==> src/rtl/core/kps_pkg.sv <==
package kps_pkg;

  // Field widths of the item and result channels
  localparam int IDX_W    = 6;
  localparam int DUR_W    = 32;
  localparam int FRAME_W  = 8;
  localparam int DELTA_W  = 16;
  localparam int WEIGHT_W = 17;

  // Configuration register widths
  localparam int COUNT_W = 7;
  localparam int SPEED_W = 16;

  // Fraction bits of the blend weight, one quotient bit per divider step
  localparam int FRAC_W = 16;

  // Blend weight of exactly 1.0
  localparam logic [WEIGHT_W-1:0] WEIGHT_ONE = 17'h10000;

  // Item action codes
  localparam logic ACT_TICK  = 1'b0;
  localparam logic ACT_WRITE = 1'b1;

  // APB port geometry
  localparam int APB_AW = 5;
  localparam int APB_DW = 32;

  // Configuration register map (word index)
  typedef enum logic [2:0] {
    REG_KEY_COUNT   = 3'd0,
    REG_LOOP_EN     = 3'd1,
    REG_BOUNCE_EN   = 3'd2,
    REG_START_REV   = 3'd3,
    REG_START_KEY   = 3'd4,
    REG_SPEED       = 3'd5
  } kps_reg_e;

endpackage

==> src/rtl/core/kps_if.sv <==
// Input item channel
interface kps_item_if;
  logic                        valid;
  logic                        ready;
  logic                        action;
  logic [kps_pkg::IDX_W-1:0]   key_index;
  logic [kps_pkg::DUR_W-1:0]   key_duration;
  logic [kps_pkg::FRAME_W-1:0] key_frame;
  logic [kps_pkg::DELTA_W-1:0] delta_time;

  modport source (
    output valid, action, key_index, key_duration, key_frame, delta_time,
    input  ready
  );
  modport sink (
    input  valid, action, key_index, key_duration, key_frame, delta_time,
    output ready
  );
endinterface

// Result channel
interface kps_result_if;
  logic                         valid;
  logic                         ready;
  logic [kps_pkg::FRAME_W-1:0]  from_frame;
  logic [kps_pkg::FRAME_W-1:0]  to_frame;
  logic [kps_pkg::WEIGHT_W-1:0] blend_weight;
  logic                         segment_changed;
  logic                         finished;

  modport source (
    output valid, from_frame, to_frame, blend_weight, segment_changed, finished,
    input  ready
  );
  modport sink (
    input  valid, from_frame, to_frame, blend_weight, segment_changed, finished,
    output ready
  );
endinterface

==> src/rtl/core/keyframe_playback_sequencer.sv <==
// Keyframe playback sequencer.
// Tick: add, advance, table read, the 16-step divider, the frame reads, then emit;
// the divider is skipped when the weight saturates at 1.0, and a non-loop stop goes from
// add straight to the frame reads; one item in work at a time. Table write: straight to emit.
// A held result stalls the next item in emit, and so the input, until the output register frees up.
// Reset: playback state and config registers return to defaults; the key table is not cleared.
module keyframe_playback_sequencer #(
  parameter int MAX_KEYS   = 64,
  parameter int FRAME_BITS = 8
) (
  input  logic                        clk_i,
  input  logic                        rst_ni,
  kps_item_if.sink                    item_i,
  kps_result_if.source                result_o,
  input  logic                        psel,
  input  logic                        penable,
  input  logic                        pwrite,
  input  logic [kps_pkg::APB_AW-1:0]  paddr,
  input  logic [kps_pkg::APB_DW-1:0]  pwdata,
  output logic [kps_pkg::APB_DW-1:0]  prdata,
  output logic                        pready
);

  // Derived widths
  localparam int KW   = $clog2(MAX_KEYS);
  localparam int CW   = ($clog2(MAX_KEYS + 1) > 7) ? $clog2(MAX_KEYS + 1) : 7;
  localparam int FW   = (FRAME_BITS < 8) ? FRAME_BITS : 8;
  localparam int DW   = kps_pkg::DUR_W;
  localparam int MW   = DW + FW;
  localparam int PW   = 2 * kps_pkg::SPEED_W;
  localparam int FRW  = kps_pkg::FRAME_W;
  localparam int WW   = kps_pkg::WEIGHT_W;
  localparam int QW   = kps_pkg::FRAC_W;
  localparam int SW   = $clog2(QW);
  localparam int DATW = kps_pkg::APB_DW;
  localparam logic [SW-1:0] STEP_LAST = SW'(QW - 1);

  typedef enum logic [3:0] {
    S_IDLE, S_ADD, S_ADV, S_RDD, S_DIVST, S_DIV, S_RDF_A, S_RDF_B, S_RDF_C, S_EMIT
  } state_e;

  // Configuration registers
  logic [kps_pkg::COUNT_W-1:0] key_count_q;
  logic                        loop_q;
  logic                        bounce_q;
  logic                        start_rev_q;
  logic [kps_pkg::IDX_W-1:0]   start_key_q;
  logic [kps_pkg::SPEED_W-1:0] speed_q;

  // Control and playback state
  state_e            state_q;
  logic              primed_q;
  logic [KW-1:0]     fk_q;
  logic [KW-1:0]     sk_q;
  logic              bw_q;
  logic [DW-1:0]     el_q;
  logic [PW-1:0]     prod_q;

  // Divider
  logic [DW-1:0]     rem_q;
  logic [DW-1:0]     div_q;
  logic [QW-1:0]     quo_q;
  logic [SW-1:0]     step_q;

  // Result staging and output register
  logic [FW-1:0]     res_from_q;
  logic [FW-1:0]     res_to_q;
  logic [WW-1:0]     res_w_q;
  logic              res_chg_q;
  logic              res_fin_q;
  logic              out_valid_q;
  logic [FRW-1:0]    out_from_q;
  logic [FRW-1:0]    out_to_q;
  logic [WW-1:0]     out_w_q;
  logic              out_chg_q;
  logic              out_fin_q;

  // Key table: {duration, frame} per entry
  logic [MW-1:0]     mem [MAX_KEYS];
  logic [MW-1:0]     rd_q;
  logic [KW-1:0]     raddr;
  logic [KW-1:0]     waddr;
  logic              mem_we;
  logic [DW-1:0]     rd_dur;
  logic [FW-1:0]     rd_frame;

  logic              item_xfer;
  logic              cfg_wr;
  logic [CW-1:0]     cnt;
  logic [CW-1:0]     cnt_m1;
  logic [CW-1:0]     kc_ext;
  logic [CW-1:0]     stk_ext;
  logic [CW-1:0]     start_sel;
  logic [CW-1:0]     wr_idx_ext;
  logic [CW-1:0]     sk_plus;
  logic              at_end;
  logic              stop;
  logic [DW:0]       sum;
  logic [DW-1:0]     el_add;
  logic [KW-1:0]     fk_adv;
  logic [KW-1:0]     sk_adv;
  logic              bw_adv;
  logic [DW:0]       rem_sh;
  logic [DW:0]       rem_sub;
  logic              div_ge;
  logic [DW-1:0]     rem_nx;
  logic [QW-1:0]     quo_nx;

  // Handshakes
  assign item_xfer  = item_i.valid && item_i.ready;
  assign item_i.ready = (state_q == S_IDLE);
  assign cfg_wr     = psel && penable && pwrite;
  assign pready     = 1'b1;

  // Configuration writes
  always_ff @(posedge clk_i or negedge rst_ni) begin
    if (!rst_ni) begin
      key_count_q <= kps_pkg::COUNT_W'(2);
      loop_q      <= 1'b0;
      bounce_q    <= 1'b0;
      start_rev_q <= 1'b0;
      start_key_q <= '0;
      speed_q     <= kps_pkg::SPEED_W'(256);
    end else if (cfg_wr) begin
      case (kps_pkg::kps_reg_e'(paddr[4:2]))
        kps_pkg::REG_KEY_COUNT: key_count_q <= pwdata[kps_pkg::COUNT_W-1:0];
        kps_pkg::REG_LOOP_EN:   loop_q      <= pwdata[0];
        kps_pkg::REG_BOUNCE_EN: bounce_q    <= pwdata[0];
        kps_pkg::REG_START_REV: start_rev_q <= pwdata[0];
        kps_pkg::REG_START_KEY: start_key_q <= pwdata[kps_pkg::IDX_W-1:0];
        kps_pkg::REG_SPEED:     speed_q     <= pwdata[kps_pkg::SPEED_W-1:0];
        default: ;
      endcase
    end
  end

  // Register readback
  always_comb begin
    case (kps_pkg::kps_reg_e'(paddr[4:2]))
      kps_pkg::REG_KEY_COUNT: prdata = DATW'(key_count_q);
      kps_pkg::REG_LOOP_EN:   prdata = DATW'(loop_q);
      kps_pkg::REG_BOUNCE_EN: prdata = DATW'(bounce_q);
      kps_pkg::REG_START_REV: prdata = DATW'(start_rev_q);
      kps_pkg::REG_START_KEY: prdata = DATW'(start_key_q);
      kps_pkg::REG_SPEED:     prdata = DATW'(speed_q);
      default:                prdata = '0;
    endcase
  end

  // Effective key count, clamped to [2, MAX_KEYS], and clamped start key
  always_comb begin
    kc_ext    = CW'(key_count_q);
    if (kc_ext < CW'(2)) begin
      cnt = CW'(2);
    end else if (kc_ext > CW'(MAX_KEYS)) begin
      cnt = CW'(MAX_KEYS);
    end else begin
      cnt = kc_ext;
    end
    cnt_m1    = cnt - CW'(1);
    stk_ext   = CW'(start_key_q);
    start_sel = (stk_ext < cnt) ? stk_ext : cnt_m1;
  end

  // Timer add with saturation, end-of-playback check
  assign at_end = bw_q ? (fk_q == '0) : (CW'(sk_q) >= cnt_m1);
  assign stop   = !loop_q && at_end;
  assign sum    = {1'b0, el_q} + (DW + 1)'(prod_q[PW-1:8]);
  assign el_add = sum[DW] ? '1 : sum[DW-1:0];

  // Next key pair when the segment is passed
  always_comb begin
    fk_adv  = sk_q;
    bw_adv  = bw_q;
    sk_plus = CW'(sk_q) + CW'(1);
    if (!bw_q) begin
      if (sk_plus >= cnt) begin
        if (bounce_q) begin
          bw_adv = 1'b1;
          sk_adv = sk_q - KW'(1);
        end else begin
          sk_adv = '0;
        end
      end else begin
        sk_adv = sk_plus[KW-1:0];
      end
    end else begin
      if (sk_q == '0) begin
        if (bounce_q) begin
          bw_adv = 1'b0;
          sk_adv = KW'(1);
        end else begin
          sk_adv = cnt_m1[KW-1:0];
        end
      end else begin
        sk_adv = sk_q - KW'(1);
      end
    end
  end

  // One restoring divider step: one quotient bit
  assign rem_sh  = {rem_q, 1'b0};
  assign div_ge  = rem_sh >= {1'b0, div_q};
  assign rem_sub = rem_sh - {1'b0, div_q};
  assign rem_nx  = div_ge ? rem_sub[DW-1:0] : rem_sh[DW-1:0];
  assign quo_nx  = {quo_q[QW-2:0], div_ge};

  // Table port: writes only from idle; reads run every cycle, but their data is used only
  // while a tick is in work, so a write never overlaps a read whose data is used
  assign wr_idx_ext = CW'(item_i.key_index);
  assign waddr      = wr_idx_ext[KW-1:0];
  assign mem_we     = item_xfer && (item_i.action == kps_pkg::ACT_WRITE)
                      && (wr_idx_ext < CW'(MAX_KEYS));

  always_comb begin
    case (state_q)
      S_ADD, S_RDD: raddr = bw_q ? fk_q : sk_q;
      S_RDF_B:      raddr = sk_q;
      default:      raddr = fk_q;
    endcase
  end

  always_ff @(posedge clk_i) begin
    if (mem_we) begin
      mem[waddr] <= {item_i.key_duration, item_i.key_frame[FW-1:0]};
    end
    rd_q <= mem[raddr];
  end

  assign rd_dur   = rd_q[MW-1:FW];
  assign rd_frame = rd_q[FW-1:0];

  // Sequencer
  always_ff @(posedge clk_i or negedge rst_ni) begin
    if (!rst_ni) begin
      state_q     <= S_IDLE;
      primed_q    <= 1'b0;
      fk_q        <= '0;
      sk_q        <= '0;
      bw_q        <= 1'b0;
      el_q        <= '0;
      prod_q      <= '0;
      rem_q       <= '0;
      div_q       <= '0;
      quo_q       <= '0;
      step_q      <= '0;
      res_from_q  <= '0;
      res_to_q    <= '0;
      res_w_q     <= '0;
      res_chg_q   <= 1'b0;
      res_fin_q   <= 1'b0;
      out_valid_q <= 1'b0;
      out_from_q  <= '0;
      out_to_q    <= '0;
      out_w_q     <= '0;
      out_chg_q   <= 1'b0;
      out_fin_q   <= 1'b0;
    end else begin
      // output register drains; the emit state refills it itself
      if (out_valid_q && result_o.ready && (state_q != S_EMIT)) begin
        out_valid_q <= 1'b0;
      end
      case (state_q)
        S_IDLE: begin
          if (item_xfer) begin
            if (item_i.action == kps_pkg::ACT_WRITE) begin
              res_from_q <= '0;
              res_to_q   <= '0;
              res_w_q    <= '0;
              res_chg_q  <= 1'b0;
              res_fin_q  <= 1'b0;
              state_q    <= S_EMIT;
            end else begin
              // first tick loads the start position
              if (!primed_q) begin
                primed_q <= 1'b1;
                fk_q     <= start_sel[KW-1:0];
                sk_q     <= start_sel[KW-1:0];
                bw_q     <= start_rev_q;
                el_q     <= '0;
              end
              prod_q    <= PW'(speed_q) * PW'(item_i.delta_time);
              res_chg_q <= 1'b0;
              res_fin_q <= 1'b0;
              state_q   <= S_ADD;
            end
          end
        end
        S_ADD: begin
          if (stop) begin
            el_q      <= '0;
            res_fin_q <= 1'b1;
            res_w_q   <= bw_q ? '0 : kps_pkg::WEIGHT_ONE;
            state_q   <= S_RDF_A;
          end else begin
            el_q    <= el_add;
            state_q <= S_ADV;
          end
        end
        S_ADV: begin
          // zero duration always counts as passed
          if (el_q >= rd_dur) begin
            el_q      <= el_q - rd_dur;
            fk_q      <= fk_adv;
            sk_q      <= sk_adv;
            bw_q      <= bw_adv;
            res_chg_q <= 1'b1;
          end
          state_q <= S_RDD;
        end
        S_RDD: begin
          state_q <= S_DIVST;
        end
        S_DIVST: begin
          // timer at or past the duration saturates the weight at 1.0
          if (el_q >= rd_dur) begin
            res_w_q <= kps_pkg::WEIGHT_ONE;
            state_q <= S_RDF_A;
          end else begin
            rem_q   <= el_q;
            div_q   <= rd_dur;
            quo_q   <= '0;
            step_q  <= '0;
            state_q <= S_DIV;
          end
        end
        S_DIV: begin
          rem_q  <= rem_nx;
          quo_q  <= quo_nx;
          step_q <= step_q + SW'(1);
          if (step_q == STEP_LAST) begin
            res_w_q <= WW'(quo_nx);
            state_q <= S_RDF_A;
          end
        end
        S_RDF_A: begin
          state_q <= S_RDF_B;
        end
        S_RDF_B: begin
          res_from_q <= rd_frame;
          state_q    <= S_RDF_C;
        end
        S_RDF_C: begin
          res_to_q <= rd_frame;
          state_q  <= S_EMIT;
        end
        S_EMIT: begin
          if (!out_valid_q || result_o.ready) begin
            out_valid_q <= 1'b1;
            out_from_q  <= FRW'(res_from_q);
            out_to_q    <= FRW'(res_to_q);
            out_w_q     <= res_w_q;
            out_chg_q   <= res_chg_q;
            out_fin_q   <= res_fin_q;
            state_q     <= S_IDLE;
          end
        end
        default: begin
          state_q <= S_IDLE;
        end
      endcase
    end
  end

  // Result channel
  assign result_o.valid           = out_valid_q;
  assign result_o.from_frame      = out_from_q;
  assign result_o.to_frame        = out_to_q;
  assign result_o.blend_weight    = out_w_q;
  assign result_o.segment_changed = out_chg_q;
  assign result_o.finished        = out_fin_q;

  // Checks
  a_busy_after_xfer: assert property (@(posedge clk_i) disable iff (!rst_ni)
    item_xfer |=> !item_i.ready)
    else $error("item taken while previous item in work");

  a_weight_range: assert property (@(posedge clk_i) disable iff (!rst_ni)
    out_valid_q |-> (out_w_q <= kps_pkg::WEIGHT_ONE))
    else $error("blend weight above 1.0");

  a_chg_fin_excl: assert property (@(posedge clk_i) disable iff (!rst_ni)
    out_valid_q |-> !(out_chg_q && out_fin_q))
    else $error("advance reported on a stopped tick");

  a_div_rem: assert property (@(posedge clk_i) disable iff (!rst_ni)
    (state_q == S_DIV) |-> (rem_q < div_q))
    else $error("divider remainder not below divisor");

endmodule
==> src/flat_wrapper.sv <==
// flat-port wrapper written by rule: the top's interface ports become plain ports
module keyframe_playback_sequencer_flat 
#(
  parameter int MAX_KEYS   = 64,
  parameter int FRAME_BITS = 8
)
  (clk_i, rst_ni, psel, penable, pwrite, paddr, pwdata, prdata, pready, item_i_valid, item_i_action, item_i_key_index, item_i_key_duration, item_i_key_frame, item_i_delta_time, item_i_ready, result_o_valid, result_o_from_frame, result_o_to_frame, result_o_blend_weight, result_o_segment_changed, result_o_finished, result_o_ready);
  kps_item_if item_i_i ();
  kps_result_if result_o_i ();
  input  logic clk_i;
  input  logic rst_ni;
  input  logic psel;
  input  logic penable;
  input  logic pwrite;
  input  logic [kps_pkg::APB_AW-1:0] paddr;
  input  logic [kps_pkg::APB_DW-1:0] pwdata;
  output logic [kps_pkg::APB_DW-1:0] prdata;
  output logic pready;
  input wire logic [$bits(item_i_i.valid)-1:0] item_i_valid;
  input wire logic [$bits(item_i_i.action)-1:0] item_i_action;
  input wire logic [$bits(item_i_i.key_index)-1:0] item_i_key_index;
  input wire logic [$bits(item_i_i.key_duration)-1:0] item_i_key_duration;
  input wire logic [$bits(item_i_i.key_frame)-1:0] item_i_key_frame;
  input wire logic [$bits(item_i_i.delta_time)-1:0] item_i_delta_time;
  output wire logic [$bits(item_i_i.ready)-1:0] item_i_ready;
  output wire logic [$bits(result_o_i.valid)-1:0] result_o_valid;
  output wire logic [$bits(result_o_i.from_frame)-1:0] result_o_from_frame;
  output wire logic [$bits(result_o_i.to_frame)-1:0] result_o_to_frame;
  output wire logic [$bits(result_o_i.blend_weight)-1:0] result_o_blend_weight;
  output wire logic [$bits(result_o_i.segment_changed)-1:0] result_o_segment_changed;
  output wire logic [$bits(result_o_i.finished)-1:0] result_o_finished;
  input wire logic [$bits(result_o_i.ready)-1:0] result_o_ready;
  assign item_i_i.valid = item_i_valid;
  assign item_i_i.action = item_i_action;
  assign item_i_i.key_index = item_i_key_index;
  assign item_i_i.key_duration = item_i_key_duration;
  assign item_i_i.key_frame = item_i_key_frame;
  assign item_i_i.delta_time = item_i_delta_time;
  assign item_i_ready = item_i_i.ready;
  assign result_o_valid = result_o_i.valid;
  assign result_o_from_frame = result_o_i.from_frame;
  assign result_o_to_frame = result_o_i.to_frame;
  assign result_o_blend_weight = result_o_i.blend_weight;
  assign result_o_segment_changed = result_o_i.segment_changed;
  assign result_o_finished = result_o_i.finished;
  assign result_o_i.ready = result_o_ready;
  keyframe_playback_sequencer #(.MAX_KEYS(MAX_KEYS), .FRAME_BITS(FRAME_BITS)) u_core (.clk_i(clk_i), .rst_ni(rst_ni), .item_i(item_i_i), .result_o(result_o_i), .psel(psel), .penable(penable), .pwrite(pwrite), .paddr(paddr), .pwdata(pwdata), .prdata(prdata), .pready(pready));
endmodule
==> config.mk <==
export PLATFORM = sky130hd
export DESIGN_NAME = keyframe_playback_sequencer_flat
export DESIGN_NICKNAME = d
export VERILOG_FILES = /design/src/rtl/core/kps_pkg.sv /design/src/rtl/core/kps_if.sv /design/src/rtl/core/keyframe_playback_sequencer.sv /design/src/flat_wrapper.sv
export SDC_FILE = /design/constraint.sdc
export NUM_CORES = 2
export LEC_CHECK = 0
export BUFFER_PORTS_ARGS = -buffer_cell sky130_fd_sc_hd__buf_2
export CORE_UTILIZATION = 55
export DETAILED_ROUTE_END_ITERATION = 10
export HOLD_SLACK_MARGIN = 0.1
export PLACE_DENSITY = 0.71
export SETUP_SLACK_MARGIN = 0.02
export SYNTH_ARGS = -nofsm -noshare
export SYNTH_HDL_FRONTEND = slang
export SYNTH_SLANG_ARGS = --single-unit
==> constraint.sdc <==
create_clock -name clk_i -period 8.2 [get_ports clk_i]
set_input_delay 1.64 -clock clk_i [delete_from_list [all_inputs] [get_ports clk_i]]
set_output_delay 1.64 -clock clk_i [all_outputs]
set_load 0.03 [all_outputs]
# == After elaboration in Yosys (flattened, before gate mapping) ==
# Memories as Yosys holds them, arrays and structs flattened. A register that Yosys moved wholly into a read port is not among the register bits.
# Index checks and enable logic that the tools add are counted.
# word_totals
reg_bits,268
ramBits,2560
in_bits,107
elab_cells,185
memories,1
# memory_table
memory,words,word_bits,rd,rd_clocked_by_memory_dff,write_ports,line,rtl
u_core.mem,64,40,1,1,1,keyframe_playback_sequencer.sv:79,logic [MW-1:0] mem [MAX_KEYS];
# op_classes
add_sub_neg,7
n_mul,1
magnitude_cmp,8
n_eq_ne,26
n_mux,71
bitwise,2
reduce_logical,41
# op_table
cell,count
2-to-1 mux 32 bit,8
2-to-1 mux 17 bit,6
one-hot mux 16 bit (6 select lines),1
one-hot mux 32 bit (3 select lines),1
2-to-1 mux 6 bit,12
one-hot mux 17 bit (4 select lines),1
one-hot mux 32 bit (2 select lines),1
subtractor 32 bit,2
one-hot mux 4 bit (10 select lines),1
one-hot mux 6 bit (2 select lines),3
adder 32 x 24 -> 33 bit,1
>= comparator 33 x 32 -> 1 bit,1
>= comparator 32 bit,1
multiplier 16 x 16 -> 32 bit,1
one-hot mux 8 bit (2 select lines),2
one-hot mux 15 bit (2 select lines),1
2-to-1 mux 4 bit,5
2-to-1 mux 1 bit,18
AND reduction 2 bit,9
AND reduction 3 bit,6
== test 4 x 3 -> 1 bit (second input constant),4
2-to-1 mux 8 bit,2
2-to-1 mux 15 bit,1
2-to-1 mux 7 bit,2
other kinds (36),66

# == Logic depth before layout (Yosys ltp) ==
# depth
word_depth,9
depth_mapped,25

# == Worst setup path before layout ==
# OpenSTA, ideal clock, no wires.
# synth_path
path_type,input port to flip-flop
from,in item_i_delta_time[1]
to,reg u_core.prod_q[30]
setup_time_ns,0.135
arrival_time_ns,7.233
required_ns,8.065
setup_slack_ns,0.832
path_stages,22
cell_sequence,clkbuf_1 nand2_1 fa_1 fa_1 inv_1 fa_1 fa_1 fa_1 inv_1 fa_1 inv_1 ha_1 a21o_1 a21oi_1 nand3_1 a21oi_1 o41a_1 o21ai_0 a221o_1 a31oi_1 xor2_1 o21ai_0
# synth_via
elab_chain_len,1
# synth_rtl
item,line,rtl
"start, declared",flat_wrapper.sv:24,input wire logic [$bits(item_i_i.delta_time)-1:0] item_i_delta_time;
multiplier 16 x 16 -> 32 bit,keyframe_playback_sequencer.sv:282,prod_q <= PW'(speed_q) * PW'(item_i.delta_time);
"end signal, assigned",keyframe_playback_sequencer.sv:282,
"end, declared",keyframe_playback_sequencer.sv:57,logic [PW-1:0] prod_q;
# No other way between the ends.
# A chain may end at the register's enable or synchronous reset.

# == Worst setup path after layout ==
# layout_path
from,in item_i_delta_time[8]
to,reg u_core.prod_q[29]
# The elaborated chain is that of the path after synthesis.

==> impl_metrics.ini <==
[status]
outcome = finished clean

[critical_path]
timing.critical_path.arrival_ns = 7.73
critical_path_class = in -> reg
worstPathCellList = buf_2 -> nand2_1 -> fa_1 -> inv_1 -> fa_1 -> fa_1 -> fa_1 -> fa_1 -> inv_1 -> fa_1 -> inv_1 -> ha_1 -> a21o_1 -> a21oi_1 -> nand3_1 -> a21oi_1 -> o41a_1 -> o21ai_0 -> a221o_1 -> a21oi_1 -> xor2_1 -> o21ai_0
critical_path_required_ns = 8.94
r2r-end = u_core.prod_q[29]
worstRegToRegCells = 21
startpoint_class = primary input
regToRegSetupSlack_ns = 1.23
timing.critical_path.max_delay_family = adder cells
critical_path_capture_point_type = flip-flop
timing.critical_path.mode_cell = fa_1
crit_path_max_incr_delay_ns = 0.59
critical_path.reg2reg.startpoint = u_core.speed_q[6]
worst-path-stages = 22
cp.buffers_inverters = 4
cp_max_fo = 16
crit_path_top_delay_cell = fa_1

[timing]
timing.final.crit_share_pct = 85.2
fin_setup_tns_ns = 0
rsz0062_at_grt = no
fin_skew_ns = 0.122
clock.fmax_mhz = 143
final-max-slew-violation-count = 0
worst-slew-pin-transition_ns = 1.35
final-setup-viol-count = 0
max_slew_margin_pct = 9.60
finalWorstPathRequiredPeriod_ns = 6.99
whs_ns = 0.470
final-hold-violation-count = 0

[die]
fp.coreArea_um2 = 223000
die_height_um = 476
die_area_um2 = 227000
initial_core_util_pct = 55.5
number_of_placement_rows = 173
num_io_pins = 177
floorplan.die.width_um = 476

[synthesis]
synth-warning-count = 0
synth-edff-count = 2560
synthesis.area_per_instance_um2 = 17.0
ys_ff_latch = 2860
ys_types = 76
synth_async_sr_flop_share_pct = 9.09
seq_area_frac_synth_pct = 68.0
netlist_area_um2 = 124000
post_synth_inst_count = 7281
ys_dominant_reg_cell = edfxtp_1

[cells_and_area]
areaGrowthSynthToFinish_pct = 11.5
layout_common_cells = edfxtp_1, nand2_1, mux4_2
drive_above_1_share_pct = 20.0
layout_commonest_cell = edfxtp_1
num-nets-final = 8018
fin_cells = 10700
fillCellCount = 15600

[global_routing]
grt_start_max_net_pins = 176
grt_first_pass_wirelength_um = 457000
first_global_vias = 69000
grt-ovfl-total = 0
grt_antenna_before_repair = 32
grt_use_total_pct = 27.3

[power_and_ir_drop]
intPower_uw = 34400
power_density_nw_per_um2 = 396
seqPwrFrac_pct = 31.3
ir_drop_mv = 0.412
switchingPower_uw = 20200
power_switching_share_pct = 37.0
clkPwrFrac_pct = 24.1
total_leakage_power_uw = 0.0478
comb_power_share_pct = 44.6

[clock_network]
cts_made_buffers = 303
clock_tree.buffer_depth = 4
clock-sinks = 2860
cts-hold-fix-buffers = 0
h-tree-depth = 5
clk_pin_slew_worst_paths_ns = 0.06
worst_skew_pair.late_latency_ns = 0.97
cts_repair_resize_count = 0
post_cts.repair.setup_buffers = 0
clock_tree.root_cell = clkbuf_16
cts_tree = yes

[job]
cap_viol_max_count = 0

[worst_hold_path]
min_to = u_core.div_q[6]
worstHoldPathCells = 2
min-delay-path-class = reg -> reg
holdCritStartpoint = u_core.rd_q[14]

[place]
place.port_buffers = 141
estimated_wirelength_of_the_detail_placed_design_um = 179000
gpl.final_weighted_congestion = 0.876
number_of_placed_instances_taps_included = 10200

[drt]
vias = 68600
postRouteAntennaNets = 0
drt_pass1_iterations = 5
first_iter_violations = 8055
drc = 0
post_drt_via_cell_ratio = 6.41
wl_um = 310000
avgRoutedWirePerCell_um = 28.9
-- synth_stat cells, types with 83 or more instances --
library cell	count	area (um2)
clkbuf_1	269	1010
a31oi_1	101	632
inv_1	318	1190
dfrtp_1	258	6460
and2_1	303	1900
mux4_2	641	14400
edfxtp_1	2560	76900
nor2_1	170	638
nand2_1	701	2630
ha_1	211	2640
fa_1	196	3920
o21ai_0	162	811
a21oi_1	234	1170
a311oi_1	83	727
a211oi_1	218	1640
-- power groups by stage --
stage / combinational, uW / sequential [uW] / clock (uW)
3_3_place_gp: 24000 / 17400 / 0
6_report: 24400 / 17100 / 13200
5_1_grt: 26500 / 17200 / 13800
2_1_floorplan: 17600 / 17100 / 0
3_5_place_dp: 24200 / 17400 / 0
4_1_cts: 24500 / 17100 / 13300
-- through the flow --
stage,util [%],total power (uW),cell area (um2),setup WS (ns)
5_1_grt,61.9,57500,138000,0.796
3_3_place_gp,57.7,41400,129000,0.317
3_5_place_dp,57.7,41600,129000,0.346
2_1_floorplan,-,34700,124000,0.832
6_report,61.9,54600,138000,1.21
4_1_cts,61.9,54900,138000,1.26
-- tightest hold or removal path: cells and delay by family, from the launching register on --
| kind | cells | cell delay, ns |
|---|---|---|
| DFF | 1 | 0.29 |
| buffers and inverters | 1 | 0.08 |
| AOI/OAI and AO/OA | 1 | 0.09 |
-- layout make-up --
type	instances	area (um2)	area share (%)
multi-input combinational	3701	37200	26.9
tap	2975	3720	2.70
inverter	319	1200	0.868
timing repair buffer	319	2300	1.67
clock buffer	364	8010	5.80
antenna	12	30.0	0.0218
clock inverter	149	1380	1.00
sequential	2860	84200	61.0
-- metal layers --
layer	track usage (%)	share of wire, %
met1	38.3	39
met2	44.1	49
met3	4.80	9.2
met4	8.09	2.8
met5	0	0.033
-- flip-flops by register name (all words and copies together) (netlist names), 4 cells and up --
register                      flops
u_core.fk_adv                     6
u_core.quo_q                     15
u_core.res_from_q                 8
u_core.result_o.from_frame        8
u_core.rem_q                     32
u_core.res_to_q                   8
u_core.step_q                     4
u_core.state_q                    4
u_core.res_w_q                   17
u_core.start_key_q                6
u_core.kc_ext                     7
u_core.el_q                      32
u_core.prod_q                    24
u_core.result_o.blend_weight     17
u_core.result_o.to_frame          8
u_core.speed_q                   16
u_core.div_q                     32
u_core.fk_q                       6
u_core.mem                     2560
u_core.rd_q                      40
-- worst max path at each step --
stage,start,endpoint,slack (ns)
4_1_cts,item_i_delta_time[1],u_core.prod_q[29],1.26
3_5_place_dp,item_i_delta_time[1],u_core.prod_q[30],0.35
5_1_grt,item_i_delta_time[8],u_core.prod_q[30],0.80
2_1_floorplan,item_i_delta_time[1],u_core.prod_q[30],0.83
3_3_place_gp,item_i_delta_time[1],u_core.prod_q[30],0.32
6_report,item_i_delta_time[8],u_core.prod_q[29],1.21
-- kinds of logic after synthesis --
family | after synthesis | share of synthesized area, %
xor+xnor | 108 | 0.765
compound gates | 1048 | 5.61
fa+ha+maj | 407 | 5.31
mux | 758 | 12.7
flops | 2860 | 68.0
other cells | 2 | 0.00607
buf+inv | 735 | 2.45
simple gates | 1363 | 5.12
Note: power is estimated with default switching activity, not from simulation.
